==> config.mk <==
export PLATFORM = sky130hd
export DESIGN_NAME = epoch_seconds_calendar_converter
export DESIGN_NICKNAME = d
export VERILOG_FILES = /design/src/rtl/ecc_pkg.sv /design/src/rtl/ecc_serial_div.sv /design/src/rtl/ecc_date_walk.sv /design/src/rtl/epoch_seconds_calendar_converter.sv
export SDC_FILE = /design/constraint.sdc
export NUM_CORES = 1
export LEC_CHECK = 0
export BUFFER_PORTS_ARGS = -buffer_cell sky130_fd_sc_hd__buf_2
export CAP_MARGIN = 5
export CORE_ASPECT_RATIO = 0.7
export CORE_MARGIN = 3
export CORE_UTILIZATION = 60
export DETAILED_ROUTE_END_ITERATION = 16
export PLACE_DENSITY = 0.8
export REMOVE_ABC_BUFFERS = 1
export SYNTH_ARGS = -nofsm -noshare
export SYNTH_HDL_FRONTEND = slang
export SYNTH_SLANG_ARGS = --single-unit
==> constraint.sdc <==
create_clock -name clk -period 11.3 [get_ports clk]
set_input_delay 2.26 -clock clk [delete_from_list [all_inputs] [get_ports clk]]
set_output_delay 2.26 -clock clk [all_outputs]
set_load 0.03 [all_outputs]
==> src/rtl/ecc_pkg.sv <==
package ecc_pkg;

    // Offsets from the two epochs to 2000-01-01 00:00:00.
    localparam logic [31:0] NTP_TO_2000  = 32'd3155673600;
    localparam logic [31:0] UNIX_TO_2000 = 32'd946684800;

    // Divisors used while splitting the seconds count.
    localparam logic [5:0] DIV_MINUTE = 6'd60;
    localparam logic [5:0] DIV_HOUR   = 6'd24;

    // Day count after 2000 always fits 14 bits for 32-bit NTP input.
    localparam int DAYS_W = 14;

    // Action codes.
    localparam logic [1:0] ACT_DECODE   = 2'd0;
    localparam logic [1:0] ACT_ENC_NTP  = 2'd1;
    localparam logic [1:0] ACT_ENC_UNIX = 2'd2;

    // Top-level sequencer states.
    typedef enum logic [4:0] {
        S_IDLE = 5'b00001,
        S_ENC  = 5'b00010,
        S_DIV  = 5'b00100,
        S_WALK = 5'b01000,
        S_DONE = 5'b10000
    } ecc_state_t;

    // Date walk states.
    typedef enum logic [2:0] {
        W_IDLE  = 3'b001,
        W_YEAR  = 3'b010,
        W_MONTH = 3'b100
    } ecc_walk_t;

    // Days before the start of a month index (0 = January), non-leap year.
    function automatic logic [8:0] days_before_month(input logic [3:0] idx);
        logic [8:0] r;
        case (idx)
            4'd0:    r = 9'd0;
            4'd1:    r = 9'd31;
            4'd2:    r = 9'd59;
            4'd3:    r = 9'd90;
            4'd4:    r = 9'd120;
            4'd5:    r = 9'd151;
            4'd6:    r = 9'd181;
            4'd7:    r = 9'd212;
            4'd8:    r = 9'd243;
            4'd9:    r = 9'd273;
            4'd10:   r = 9'd304;
            4'd11:   r = 9'd334;
            default: r = 9'd365;
        endcase
        return r;
    endfunction

    // Length of a month (1 = January) in a non-leap year.
    function automatic logic [4:0] month_length(input logic [3:0] month);
        logic [4:0] r;
        case (month)
            4'd2:    r = 5'd28;
            4'd4:    r = 5'd30;
            4'd6:    r = 5'd30;
            4'd9:    r = 5'd30;
            4'd11:   r = 5'd30;
            default: r = 5'd31;
        endcase
        return r;
    endfunction

endpackage

==> src/rtl/ecc_serial_div.sv <==
module ecc_serial_div (
    input  logic        clk,
    input  logic        rst_n,
    input  logic        start,
    input  logic [31:0] dividend,
    input  logic [5:0]  divisor,
    output logic        done,
    output logic [31:0] quotient,
    output logic [5:0]  remainder
);
    import ecc_pkg::*;

    logic        run_reg, run_next;
    logic        done_reg, done_next;
    logic [4:0]  cnt_reg, cnt_next;
    logic [31:0] work_reg, work_next;
    logic [5:0]  rem_reg, rem_next;
    logic [5:0]  div_reg, div_next;
    logic [6:0]  trial;
    logic        fits;

    // One quotient bit per cycle: shift in the next dividend bit and try the divisor.
    assign trial = {rem_reg, work_reg[31]};
    assign fits  = (trial >= {1'b0, div_reg});

    always_comb
    begin
        run_next  = run_reg;
        done_next = 1'b0;
        cnt_next  = cnt_reg;
        work_next = work_reg;
        rem_next  = rem_reg;
        div_next  = div_reg;
        if (start)
        begin
            run_next  = 1'b1;
            cnt_next  = 5'd0;
            work_next = dividend;
            rem_next  = 6'd0;
            div_next  = divisor;
        end
        else if (run_reg)
        begin
            rem_next  = fits ? 6'(trial - {1'b0, div_reg}) : trial[5:0];
            work_next = {work_reg[30:0], fits};
            cnt_next  = cnt_reg + 5'd1;
            if (cnt_reg == 5'd31)
            begin
                run_next  = 1'b0;
                done_next = 1'b1;
            end
        end
    end

    always_ff @(posedge clk or negedge rst_n)
    begin
        if (!rst_n)
        begin
            run_reg  <= 1'b0;
            done_reg <= 1'b0;
            cnt_reg  <= 5'd0;
        end
        else
        begin
            run_reg  <= run_next;
            done_reg <= done_next;
            cnt_reg  <= cnt_next;
        end
    end

    always_ff @(posedge clk)
    begin
        work_reg <= work_next;
        rem_reg  <= rem_next;
        div_reg  <= div_next;
    end

    assign done      = done_reg;
    assign quotient  = work_reg;
    assign remainder = rem_reg;

endmodule

==> src/rtl/ecc_date_walk.sv <==
module ecc_date_walk (
    input  logic                      clk,
    input  logic                      rst_n,
    input  logic                      start,
    input  logic [ecc_pkg::DAYS_W-1:0] days_in,
    output logic                      done,
    output logic [6:0]                year,
    output logic [3:0]                month,
    output logic [4:0]                day
);
    import ecc_pkg::*;

    ecc_walk_t          state_reg, state_next;
    logic               done_reg, done_next;
    logic [DAYS_W-1:0]  days_reg, days_next;
    logic [6:0]         year_reg, year_next;
    logic [3:0]         month_reg, month_next;
    logic               leap;
    logic [8:0]         year_len;
    logic [4:0]         mon_len;

    // Every fourth year from 2000 on is a leap year.
    assign leap     = (year_reg[1:0] == 2'd0);
    assign year_len = leap ? 9'd366 : 9'd365;
    assign mon_len  = month_length(month_reg) +
                      ((leap && month_reg == 4'd2) ? 5'd1 : 5'd0);

    // Take off one whole year, then one whole month, per cycle.
    always_comb
    begin
        state_next = state_reg;
        done_next  = 1'b0;
        days_next  = days_reg;
        year_next  = year_reg;
        month_next = month_reg;
        unique case (state_reg)
            W_IDLE:
            begin
                if (start)
                begin
                    days_next  = days_in;
                    year_next  = 7'd0;
                    month_next = 4'd1;
                    state_next = W_YEAR;
                end
            end
            W_YEAR:
            begin
                if (days_reg < DAYS_W'(year_len))
                    state_next = W_MONTH;
                else
                begin
                    days_next = days_reg - DAYS_W'(year_len);
                    year_next = year_reg + 7'd1;
                end
            end
            W_MONTH:
            begin
                if (days_reg < DAYS_W'(mon_len) || month_reg >= 4'd12)
                begin
                    state_next = W_IDLE;
                    done_next  = 1'b1;
                end
                else
                begin
                    days_next  = days_reg - DAYS_W'(mon_len);
                    month_next = month_reg + 4'd1;
                end
            end
            default:
                state_next = W_IDLE;
        endcase
    end

    always_ff @(posedge clk or negedge rst_n)
    begin
        if (!rst_n)
        begin
            state_reg <= W_IDLE;
            done_reg  <= 1'b0;
        end
        else
        begin
            state_reg <= state_next;
            done_reg  <= done_next;
        end
    end

    always_ff @(posedge clk)
    begin
        days_reg  <= days_next;
        year_reg  <= year_next;
        month_reg <= month_next;
    end

    assign done  = done_reg;
    assign year  = year_reg;
    assign month = month_reg;
    assign day   = days_reg[4:0] + 5'd1;

endmodule

==> src/rtl/epoch_seconds_calendar_converter.sv <==
// Encode runs through the S_ENC steps from accept to result; decode runs three bit-serial divisions
// and then a date walk that takes off one elapsed year or month at a time.
// An out-of-range decode or an unused action goes from S_IDLE straight to S_DONE.
// Throughput: one item at a time; a new item is accepted while the last result waits.
// Reset (rst_n, asynchronous, active low) clears the sequencer and submodule state and empties the output.
module epoch_seconds_calendar_converter (
    input  logic        clk,
    input  logic        rst_n,
    input  logic        s_axis_tvalid,
    output logic        s_axis_tready,
    // seconds_in[31:0], year_in[38:32], month_in[42:39], day_in[47:43],
    // hour_in[52:48], minute_in[58:53], second_in[64:59], zero fill above
    input  logic [71:0] s_axis_tdata,
    // action[1:0]
    input  logic [1:0]  s_axis_tuser,
    output logic        m_axis_tvalid,
    input  logic        m_axis_tready,
    // seconds_out[31:0], year_out[38:32], month_out[42:39], day_out[47:43],
    // hour_out[52:48], minute_out[58:53], second_out[64:59], zero fill above
    output logic [71:0] m_axis_tdata,
    // range_error[0]
    output logic        m_axis_tuser
);
    import ecc_pkg::*;

    ecc_state_t  state_reg, state_next;
    logic [1:0]  act_reg;
    logic [6:0]  y_reg;
    logic [3:0]  mo_reg;
    logic [4:0]  d_reg, h_reg;
    logic [5:0]  mi_reg, s_reg;
    logic        err_reg, err_next;
    logic [2:0]  step_reg, step_next;
    logic [1:0]  dix_reg, dix_next;
    logic [31:0] acc_reg, acc_next;
    logic [4:0]  hr_reg;
    logic [5:0]  mn_reg, sc_reg;

    logic        ov_reg;
    logic [71:0] od_reg;
    logic        oe_reg;

    logic        accept, load;
    logic [31:0] t_in, t_off;
    logic        div_start, div_done, walk_start, walk_done;
    logic [31:0] div_dividend, div_q;
    logic [5:0]  div_divisor, div_r;
    logic [6:0]  w_year;
    logic [3:0]  w_month;
    logic [4:0]  w_day;
    logic [3:0]  whole;
    logic        adj;
    logic [31:0] enc_base;

    assign t_in   = s_axis_tdata[31:0];
    assign t_off  = t_in - NTP_TO_2000;
    assign accept = s_axis_tvalid && s_axis_tready;
    assign load   = (state_reg == S_DONE) && (!ov_reg || m_axis_tready);

    // Whole months before the given one and the leap day, as the calendar counts them.
    assign whole = (mo_reg == 4'd0) ? 4'd0 : ((mo_reg > 4'd13) ? 4'd12 : mo_reg - 4'd1);
    assign adj   = (mo_reg > 4'd2) && (y_reg[1:0] == 2'd0);
    assign enc_base = 32'(d_reg) + 32'(days_before_month(whole)) + 32'(adj)
                    + 32'((8'(y_reg) + 8'd3) >> 2) - 32'd1;

    // Divider chain: seconds by 60, minutes by 60, hours by 24.
    assign div_start    = (accept && s_axis_tuser == ACT_DECODE && t_in >= NTP_TO_2000) ||
                          (state_reg == S_DIV && div_done && dix_reg != 2'd2);
    assign div_dividend = (state_reg == S_IDLE) ? t_off : div_q;
    assign div_divisor  = ((state_reg == S_DIV && dix_reg == 2'd1) ||
                           (state_reg == S_DIV && dix_reg == 2'd2 && !div_done))
                          ? DIV_HOUR : DIV_MINUTE;
    assign walk_start   = (state_reg == S_DIV) && div_done && (dix_reg == 2'd2);

    ecc_serial_div u_div (
        .clk       (clk),
        .rst_n     (rst_n),
        .start     (div_start),
        .dividend  (div_dividend),
        .divisor   (div_divisor),
        .done      (div_done),
        .quotient  (div_q),
        .remainder (div_r)
    );

    ecc_date_walk u_walk (
        .clk     (clk),
        .rst_n   (rst_n),
        .start   (walk_start),
        .days_in (div_q[DAYS_W-1:0]),
        .done    (walk_done),
        .year    (w_year),
        .month   (w_month),
        .day     (w_day)
    );

    // Sequencer.
    always_comb
    begin
        state_next = state_reg;
        err_next   = err_reg;
        step_next  = step_reg;
        dix_next   = dix_reg;
        acc_next   = acc_reg;
        unique case (state_reg)
            S_IDLE:
            begin
                if (accept)
                begin
                    err_next  = 1'b0;
                    step_next = 3'd0;
                    dix_next  = 2'd0;
                    acc_next  = 32'd0;
                    if (s_axis_tuser == ACT_ENC_NTP || s_axis_tuser == ACT_ENC_UNIX)
                        state_next = S_ENC;
                    else if (s_axis_tuser == ACT_DECODE)
                    begin
                        if (t_in < NTP_TO_2000)
                        begin
                            err_next   = 1'b1;
                            state_next = S_DONE;
                        end
                        else
                            state_next = S_DIV;
                    end
                    else
                        state_next = S_DONE;
                end
            end
            S_ENC:
            begin
                step_next = step_reg + 3'd1;
                case (step_reg)
                    3'd0: acc_next = enc_base;
                    3'd1: acc_next = acc_reg + 32'(9'd365 * 16'(y_reg));
                    3'd2: acc_next = (acc_reg << 4) + (acc_reg << 3) + 32'(h_reg);
                    3'd3: acc_next = (acc_reg << 6) - (acc_reg << 2) + 32'(mi_reg);
                    3'd4: acc_next = (acc_reg << 6) - (acc_reg << 2) + 32'(s_reg);
                    default:
                    begin
                        acc_next   = acc_reg +
                                     ((act_reg == ACT_ENC_NTP) ? NTP_TO_2000 : UNIX_TO_2000);
                        state_next = S_DONE;
                    end
                endcase
            end
            S_DIV:
            begin
                if (div_done)
                begin
                    dix_next = dix_reg + 2'd1;
                    if (dix_reg == 2'd2)
                        state_next = S_WALK;
                end
            end
            S_WALK:
            begin
                if (walk_done)
                    state_next = S_DONE;
            end
            S_DONE:
            begin
                if (load)
                    state_next = S_IDLE;
            end
            default:
                state_next = S_IDLE;
        endcase
    end

    always_ff @(posedge clk or negedge rst_n)
    begin
        if (!rst_n)
        begin
            state_reg <= S_IDLE;
            ov_reg    <= 1'b0;
        end
        else
        begin
            state_reg <= state_next;
            if (load)
                ov_reg <= 1'b1;
            else if (m_axis_tready)
                ov_reg <= 1'b0;
        end
    end

    // Item capture, working registers and the output register.
    always_ff @(posedge clk)
    begin
        err_reg  <= err_next;
        step_reg <= step_next;
        dix_reg  <= dix_next;
        acc_reg  <= acc_next;
        if (accept)
        begin
            act_reg <= s_axis_tuser;
            y_reg   <= s_axis_tdata[38:32];
            mo_reg  <= s_axis_tdata[42:39];
            d_reg   <= s_axis_tdata[47:43];
            h_reg   <= s_axis_tdata[52:48];
            mi_reg  <= s_axis_tdata[58:53];
            s_reg   <= s_axis_tdata[64:59];
        end
        if (state_reg == S_DIV && div_done)
        begin
            case (dix_reg)
                2'd0:    sc_reg <= div_r;
                2'd1:    mn_reg <= div_r;
                default: hr_reg <= div_r[4:0];
            endcase
        end
        if (load)
        begin
            oe_reg <= err_reg;
            if (act_reg == ACT_DECODE && !err_reg)
                od_reg <= {7'd0, sc_reg, mn_reg, hr_reg, w_day, w_month, w_year, 32'd0};
            else if (act_reg == ACT_ENC_NTP || act_reg == ACT_ENC_UNIX)
                od_reg <= {40'd0, acc_reg};
            else
                od_reg <= 72'd0;
        end
    end

    assign s_axis_tready = (state_reg == S_IDLE);
    assign m_axis_tvalid = ov_reg;
    assign m_axis_tdata  = od_reg;
    assign m_axis_tuser  = oe_reg;

endmodule
==> flow_metrics.env <==
export IMPL_rsz0062_at_grt="no"
export IMPL_grt_pass1_wl_mm=82.2
export IMPL_worst_slack_ns=4.23
export IMPL_crit_path_max_incr_delay_ns=0.69
export IMPL_drive_gt1_frac=0.114
export IMPL_drt_first_pass_iters=6
export IMPL_start_kind="flop"
export IMPL_period_needed_ns=7.07
export IMPL_rows=54
export IMPL_ys_ff_latch=237
export IMPL_grt_max_degree=70
export IMPL_ys_types=95
export IMPL_dp_slack_ns=4.40
export IMPL_cts_resized=0
export IMPL_coreArea_sq_um=31600
export IMPL_crit_path_end_kind="flop"
export IMPL_netlist_instances=2056
export IMPL_critPathSlowestCell="and3_1"
export IMPL_hold_viol=0
export IMPL_crit_type="flop to flop"
export IMPL_clkTransAtPathRegs_ns=0.07
export IMPL_cts_tree="yes"
export IMPL_cts_buffers=25
export IMPL_boundaryPins=153
export IMPL_grt_usage=0.291
export IMPL_cts_sinks=237
export IMPL_finalSetupViolCount=0
export IMPL_cap_violations=0
export IMPL_arrival_ns=7.44
export IMPL_syn_area_per_cell_sq_um=9.52
export IMPL_start_util=0.619
export IMPL_crit_path_max_fanout=19
export IMPL_antenna_cells=0
export IMPL_ys_seq_area_frac=0.356
export IMPL_hold_buffers=0
export IMPL_fin_skew_ns=0.0175
export IMPL_area_growth_pct=9.48
export IMPL_die_w_um=222
export IMPL_cts_htree_levels=1
export IMPL_tightest_slew_ns=1.07
export IMPL_hold_depth=0
export IMPL_cts_setup_buffers=0
export IMPL_hpwl_mm=39.3
export IMPL_syn_area_sq_um=19600
export IMPL_ys_async_sr_fraction=0.0717
export IMPL_insertion_delay_ns=0.56
export IMPL_clockBufferDepth=3
export IMPL_synth_top_flop_cell="edfxtp_1"
export IMPL_vias=16400
export IMPL_wl_per_cell_um=19.9
export IMPL_grt_pass1_vias=15400
export IMPL_relSlewSlack=0.285
export IMPL_fillCellCount=2525
export IMPL_fmax_ghz=0.141
export IMPL_gp_congestion=0.929
export IMPL_portBuffers=138
export IMPL_ys_warn_count=0
export IMPL_required_ns=11.67
export IMPL_setup_tns_final_ns=0
export IMPL_largest_reg_flops=65
export IMPL_fin_crit_sh=0.626
export IMPL_nets=2484
export IMPL_ff2ff_path_depth=28
export IMPL_overflow=0
export IMPL_fp_dieH_um=157
export IMPL_wirelength_mm=51.9
export IMPL_antenna_left=0
export IMPL_min_path_type="flop to flop"
export IMPL_slew_viol_final=0
export IMPL_die_area_sq_um=34800
export IMPL_drtIter0Drc=1890
export IMPL_drc=0
export IMPL_cts_root_buffer="clkbuf_16"
export IMPL_synth_edf_count=214
export IMPL_fin_area_sq_um=21400
export IMPL_outcome="completed"
export IMPL_place_area_sq_um=20600
export IMPL_vias_per_cell=6.31
export IMPL_antenna_found_initial=3
-- stage by stage --
stage                      util  cells  hold slack (ns)
after floorplan               -   1987            0.441
after global placement    0.651   2557            0.462
after detailed placement  0.651   2557            0.475
after CTS                 0.677   2603            0.505
after global routing      0.677   2603            0.529
final                     0.677   2603            0.512
-- placed cells by master, fill, tap and decap left out, types with 16 or more instances in the layout --
cell	n
edfxtp_1	214
ha_1	203
inv_1	176
nor2_1	153
nand2_1	150
a21oi_1	143
buf_2	138
xnor2_1	104
o21ai_0	97
and2_1	75
xor2_1	58
a21o_1	39
fa_1	39
nand3_1	37
nor3_1	35
a211oi_1	28
a31oi_1	26
and3_1	25
clkbuf_16	25
nand4_1	23
nand2b_1	21
nor2b_1	21
a221oi_1	21
o211ai_1	18
a22oi_1	16
o22ai_1	16
-- cells in the mapped netlist, types with 28 or more instances --
library cell	instances	area share
edfxtp_1	214	0.33
ha_1	203	0.13
inv_1	176	0.034
nor2_1	153	0.029
nand2_1	150	0.029
a21oi_1	143	0.037
xnor2_1	104	0.047
o21ai_0	97	0.025
and2_1	75	0.024
clkbuf_1	62	0.012
xor2_1	58	0.026
a21o_1	39	0.015
fa_1	39	0.040
nand3_1	37	0.0095
nor3_1	35	0.0090
a211oi_1	28	0.011
-- per-layer routing --
metal	global-route usage	part of all wire	up-vias	routed length (um)
met5	0	0.00077	-	40
met1	0.432	0.45	7805	23300
met3	0.0818	0.12	98	6050
li1	-	-	7677	-
met2	0.427	0.41	842	21400
met4	0.0615	0.021	6	1090
-- area by class of cell --
cell class              count  area [sq um]  share of cell area
well taps                 420           526              0.0245
multi-input cells        1574         11700               0.544
flip-flops and latches    237          6970               0.326
clock buffers              28           647              0.0302
repair buffers            150           781              0.0365
inverters                 176           661              0.0308
clock inverters            18           179             0.00835
-- worst paths after layout --
| kind | startpoint | to | slack (ns) |
|---|---|---|---|
| setup / recovery | mo_reg[0] | acc_reg[24] | 4.23 |
| hold / removal | err_reg | m_axis_tuser | 0.51 |
| setup reg to reg | mo_reg[0] | acc_reg[24] | 4.23 |
| hold reg to reg | err_reg | m_axis_tuser | 0.51 |
| max in group asynchronous | rst_n | state_reg[0] | 9.38 |
| min in group asynchronous | rst_n | u_walk.state_reg[2] | 1.61 |
-- critical path: cells and delay by family (launching register included) --
| family | cells | cell delay [ns] |
|---|---|---|
| simple gates | 8 | 2.01 |
| flops | 1 | 0.44 |
| fa+ha+maj | 5 | 1.89 |
| compound gates | 12 | 2.24 |
| buf+inv | 3 | 0.27 |
-- cell families (layout without fill, tap and decap cells) --
group | after synthesis | count (layout) | share of synthesized area
buffers and inverters | 251 | 372 | 0.0505
other | 1 | 7 | 0.000192
xor gates and xnor gates | 163 | 163 | 0.0734
AOI/OAI and AO/OA | 518 | 518 | 0.174
muxes | 24 | 24 | 0.0133
and+or+nand+nor | 620 | 620 | 0.163
DFF | 237 | 237 | 0.356
adders and majority gates | 242 | 242 | 0.170
Power is left out: the tool's default activity adds up to more than one toggle a clock period on the data nets, which glitch-free logic cannot reach.
